### config.mk
export PLATFORM = sky130hd
export DESIGN_NAME = prw_cell
export DESIGN_NICKNAME = d
export VERILOG_FILES = /design/src/rtl/core/prw_pkg.sv /design/src/rtl/core/prw_cell.sv
export SDC_FILE = /design/constraint.sdc
export NUM_CORES = 1
export LEC_CHECK = 0
export BUFFER_PORTS_ARGS = -buffer_cell sky130_fd_sc_hd__buf_2
export CORE_MARGIN = 1
export CORE_UTILIZATION = 55
export CTS_CLUSTER_DIAMETER = 40
export DETAILED_ROUTE_END_ITERATION = 16
export PLACE_DENSITY = 0.86
export REMOVE_ABC_BUFFERS = 1
export SYNTH_ARGS = -nofsm -noshare
export SYNTH_HDL_FRONTEND = slang
export SYNTH_SLANG_ARGS = --single-unit
### constraint.sdc
create_clock -name clk -period 3.3 [get_ports clk]
set_input_delay 0 -clock clk [delete_from_list [all_inputs] [get_ports clk]]
set_output_delay 0 -clock clk [all_outputs]
set_load 0.005 [all_outputs]
### src/rtl/core/prw_pkg.sv
package prw_pkg;

    localparam int MAX_RANGES = 16;
    localparam int OFF_W      = 63;
    localparam int CNT_W      = $clog2(MAX_RANGES + 1);

    localparam logic [OFF_W-1:0] TOP_OFFSET = {OFF_W{1'b1}};

    localparam logic [1:0] CMD_ADD   = 2'd0;
    localparam logic [1:0] CMD_COMP  = 2'd1;
    localparam logic [1:0] CMD_CHECK = 2'd2;

    typedef enum logic [2:0] {
        STAT_ADDED   = 3'd0,
        STAT_INVALID = 3'd1,
        STAT_FULL    = 3'd2,
        STAT_ALLOWED = 3'd3,
        STAT_DENIED  = 3'd4
    } status_t;

    // Lookup token walking down the cell chain
    typedef struct packed {
        logic             valid;
        logic             hit;
        logic [OFF_W-1:0] off;
    } prw_tok_t;

    // Entry load broadcast to all cells
    typedef struct packed {
        logic             en;
        logic [CNT_W-1:0] idx;
        logic [OFF_W-1:0] lo;
        logic [OFF_W-1:0] hi;
    } prw_wr_t;

endpackage

### src/rtl/core/prw_cell.sv
module prw_cell
    import prw_pkg::*;
(
    input  logic             clk,
    input  logic             rst_n,
    input  logic [CNT_W-1:0] my_idx,
    input  logic [CNT_W-1:0] range_count,
    input  prw_wr_t          wr,
    input  prw_tok_t         tok_in,
    output prw_tok_t         tok_out
);

    logic [OFF_W-1:0] start_reg;
    logic [OFF_W-1:0] end_reg;
    logic             tok_valid_reg;
    logic             tok_hit_reg;
    logic [OFF_W-1:0] tok_off_reg;
    logic             active;
    logic             match;

    // Entries are only ever appended, so a cell is live once below the count
    assign active = my_idx < range_count;
    assign match  = active && (start_reg <= tok_in.off) && (tok_in.off <= end_reg);

    always_ff @(posedge clk)
    begin
        if (wr.en && (wr.idx == my_idx))
        begin
            start_reg <= wr.lo;
            end_reg   <= wr.hi;
        end
        tok_hit_reg <= tok_in.hit | match;
        tok_off_reg <= tok_in.off;
    end

    always_ff @(posedge clk or negedge rst_n)
    begin
        if (!rst_n)
        begin
            tok_valid_reg <= 1'b0;
        end
        else
        begin
            tok_valid_reg <= tok_in.valid;
        end
    end

    assign tok_out.valid = tok_valid_reg;
    assign tok_out.hit   = tok_hit_reg;
    assign tok_out.off   = tok_off_reg;

endmodule

==> results by group <==
Synth
  – Proportion of synthesized area in mux cells: 0%
  – Fraction of synthesized cell area in xor and xnor cells: 0.517%
  – Number of enable flip-flop cells after synthesis: 126
  – Most used flip-flop cell after synthesis: edfxtp_1
  – Post-synthesis cell count: 659
  – Post-synthesis share of cell area spent on full adders, half adders and majority gates: 19.2%
  – Largest family of logic cells by synthesized area: adder cells
  – Post-Synth Simple-Gate Area: 6.16%
  – Post-synthesis cell type count: 43
  – Area of the mapped netlist: 0.00847 mm2
  – Post-synthesis async set-or-reset flop share: 0.524%
  – Synthesis warning total: 0
  – Sequential element share of the synthesized area: 60.1%
  – Syn Area/Cell: 12.8 um2
  – Fraction of the mapped netlist area in compound gates: 7.98%
  – Register bit count reported by yosys: 191

CTS
  – Largest buffer count on any clock path: 2
  – Gates resized, CTS repair: 0
  – CTS tree: built
  – Deepest level of the CTS H-tree: 4
  – Inserted Clock Buffers: 17
  – Cell chosen for the clock root: clkbuf_16
  – Number of clock sinks: 191
  – Clock latency reported for the late side of the worst-skew pair: 0.43 ns
  – Clock input transition at the sequential cells of the worst setup and hold paths: 0.07 ns

Global route
  – Global-route met1 utilization: 34.9%
  – Initial antenna violation count: 5
  – First-pass GRT wire length: 41200 um
  – Global route overflow: 0
  – Maximum number of pins on one net before global-route repair: 127
  – Grt peak-use layer: met2
  – Met3 layer usage reported by global route: 8.79%
  – Met2 layer usage reported by global route: 64.6%
  – Total Routing Usage GR: 34.9%
  – Via count of the first global-routing pass: 8155

Detailed routing
  – Number of DRC markers in iteration 0: 433
  – Total number of vias: 7374
  – Final wirelength: 26800 um
  – DR vias/cell: 5.48
  – Routed wire length per instance: 19.9 um
  – Number of nets with antenna violations after detailed routing: 0
  – Detailed Routing Iterations Pass 1: 5
  – Number of remaining DRC errors: 0

Timing
  – RSZ-0062 raised after global routing: no
  – Final Hold Violating Endpoints: 0
  – Tcrit/Tclk final: 69.6%
  – Final-layout worst hold slack: 0.220 ns
  – Min Clock Period, post-route: 2.30 ns
  – Relative slew margins: 49.6%
  – # setup viols final: 0
  – Pins Over Slew Limit: 0
  – Clock Skew: 0.0150 ns
  – Highest attainable clock frequency: 0.435 GHz
  – Transition time of the tightest slew-check pin: 0.756 ns

Power
  – Sequential power share: 46.7%
  – Part of the total power dissipated in the clock network: 40.8%
  – Combinational Power Share: 12.5%
  – Internal power consumption: 4370 uW
  – Leakage component of the power: 0.00610 uW
  – Peak VDD IR: 0.360 mV
  – Net switching power figure: 1300 uW
  – Net Sw Frac: 22.9%
  – Areal power density over the cells: 447 mW/mm2

Floorplan
  – Initial Utilization: 57.4%
  – Number of placement rows: 44
  – Number of placed I/O pins: 274
  – Die area: 0.0159 mm2
  – CORE AREA: 0.0148 mm2
  – Die X-Extent: 126 um
  – Vert. Die Dim: 126 um

Setup path
  – Slowest cell on crit path: a2111oi_0
  – Kind of start point of the critical path: register
  – Series of cell instances along the critical path: ha_1 > a21oi_1 > nand2_1 > a221oi_1 > o32ai_1 > a2111oi_0 > o211ai_1 > a22oi_1
  – Worst endpoint required time: 3.65 ns
  – Largest fanout of any net on the critical path: 3
  – Endpoint type of the worst setup path: register
  – Slowest Stage Delay on Critical Path: 0.52 ns
  – Arrival time at the worst endpoint: 2.64 ns
  – Start-to-end type of the worst setup path: register to register

Layout
  – Non-Filler Cell Area, Final: 0.0127 mm2
  – Ratio of cells with drive above 1 in the final layout: 27.2%
  – Number of fill cells: 659
  – P&R area growth vs syn: 49.7%
  – Final layout net count: 1482

Job
  – Max-capacitance violation count: 0

Placed design
  – PortBufs: 273
  – Post-detailed-placement cell area: 0.0101 mm2
  – Post-detail-place hpwl: 14400 um
  – Routability congestion estimate from global placement: 0.810

Run status
  – Run status: finished, final reports clean

Min path
  – Path type of the worst min-delay path: input pin to register
-- worst max-delay path: cells and delay by family (launching register included) --
kind                       cells  cell delay, ns
AOI/OAI and AO/OA              6            1.44
adders and majority gates      1            0.32
and+or+nand+nor                1            0.09
DFF                            1            0.37
-- repair_timing --
item                      CTS  global route
hold endpoints to repair  192             0
buffers inserted            0             0
hold buffers              193             0
-- kinds of logic after synthesis --
kind of cell             count (synthesis)
AO/OA/AOI/OAI                          107
AND/OR/NAND/NOR                         92
adder cells (fa/ha/maj)                130
XOR/XNOR                                 5
buffers and inverters                  134
flip-flops                             191
-- power groups by stage --
stage / logic, uW / clock network [uW] / registers, uW
6_report: 709 / 2310 / 2650
4_1_cts: 656 / 2280 / 2640
2_1_floorplan: 204 / 0 / 2700
5_1_grt: 767 / 2410 / 2650
3_3_place_gp: 450 / 0 / 2690
3_5_place_dp: 469 / 0 / 2690
-- routing by layer --
metal | vias up | share of wire (%)
li1 | 3333 | -
met1 | 3444 | 35
met2 | 461 | 52
met3 | 136 | 7.0
met4 | 0 | 5.9
met5 | - | 0
-- cell usage after synthesis (all sizes together), types with 2 or more instances --
cell / instances / area [um2]
nor2: 13 / 48.8
a2111oi: 2 / 17.5
a221o: 2 / 20.0
o21ai: 16 / 80.1
o211ai: 3 / 22.5
xor2: 4 / 35.0
nand2b: 2 / 12.5
a21oi: 45 / 225
nor4: 4 / 40.0
a221oi: 4 / 41.3
nand2: 23 / 86.3
o21bai: 2 / 15.0
a21boi: 2 / 15.0
dfxtp: 64 / 1280
nand4: 24 / 163
a21o: 22 / 165
ha: 130 / 1630
edfxtp: 126 / 3780
nand3: 11 / 60.1
and4: 3 / 26.3
inv: 132 / 495
nor3: 5 / 30.0
nand3b: 3 / 22.5
a211oi: 3 / 22.5
buf: 2 / 15.0
-- cell type report --
class / count / area, um2 / share of cell area, %
clock inverter: 15 / 229 / 1.81
antenna: 5 / 12.5 / 0.0987
sequential: 191 / 5090 / 40.2
clock buffer: 17 / 425 / 3.36
multi-input combinational: 334 / 2870 / 22.7
timing repair buffer: 467 / 3320 / 26.2
tap: 184 / 230 / 1.82
inverter: 132 / 495 / 3.91
-- cells in the final DEF (no fill, tap or decap), drive strengths merged, types with 5 or more instances in the layout --
master,Yosys,final
bufinv,0,5
clkbuf,0,17
inv,132,137
nor2,13,13
buf,2,274
dfxtp,64,64
nor3,5,5
nand3,11,11
ha,130,130
diode,0,5
dlygate4sd3,0,193
edfxtp,126,126
nand2,23,23
a21o,22,22
nand4,24,24
a21oi,45,45
o21ai,16,16
clkinv,0,5
-- final timing paths --
| kind | from | end | slack (ns) | cells after the start |
|---|---|---|---|---|
| setup / recovery | start_reg[29] | tok_hit_reg | 1.00 | 8 |
| hold / removal | tok_in[64] | tok_valid_reg | 0.22 | 2 |
| setup reg to reg | start_reg[29] | tok_hit_reg | 1.00 | 8 |
| hold reg to reg | start_reg[38] | tok_hit_reg | 0.82 | 4 |
| max in group asynchronous | rst_n | tok_valid_reg | 2.74 | 3 |
| min in group asynchronous | rst_n | tok_valid_reg | 0.45 | 3 |
-- metrics by stage --
| step | std cells | utilization (%) | setup WS, ns | power (uW) | TNS [ns] |
|---|---|---|---|---|---|
| floorplan | 657 | - | -0.560 | 2910 | -70.51 |
| global placement | 1115 | 68.3 | 1.03 | 3140 | 0 |
| detailed placement | 1115 | 68.3 | 0.936 | 3160 | 0 |
| CTS | 1340 | 85.8 | 0.924 | 5580 | 0 |
| global route | 1345 | 85.9 | 0.819 | 5830 | 0 |
| finish | 1345 | 85.9 | 1.00 | 5670 | 0 |
No activity file was read; power rests on OpenSTA's default activity.
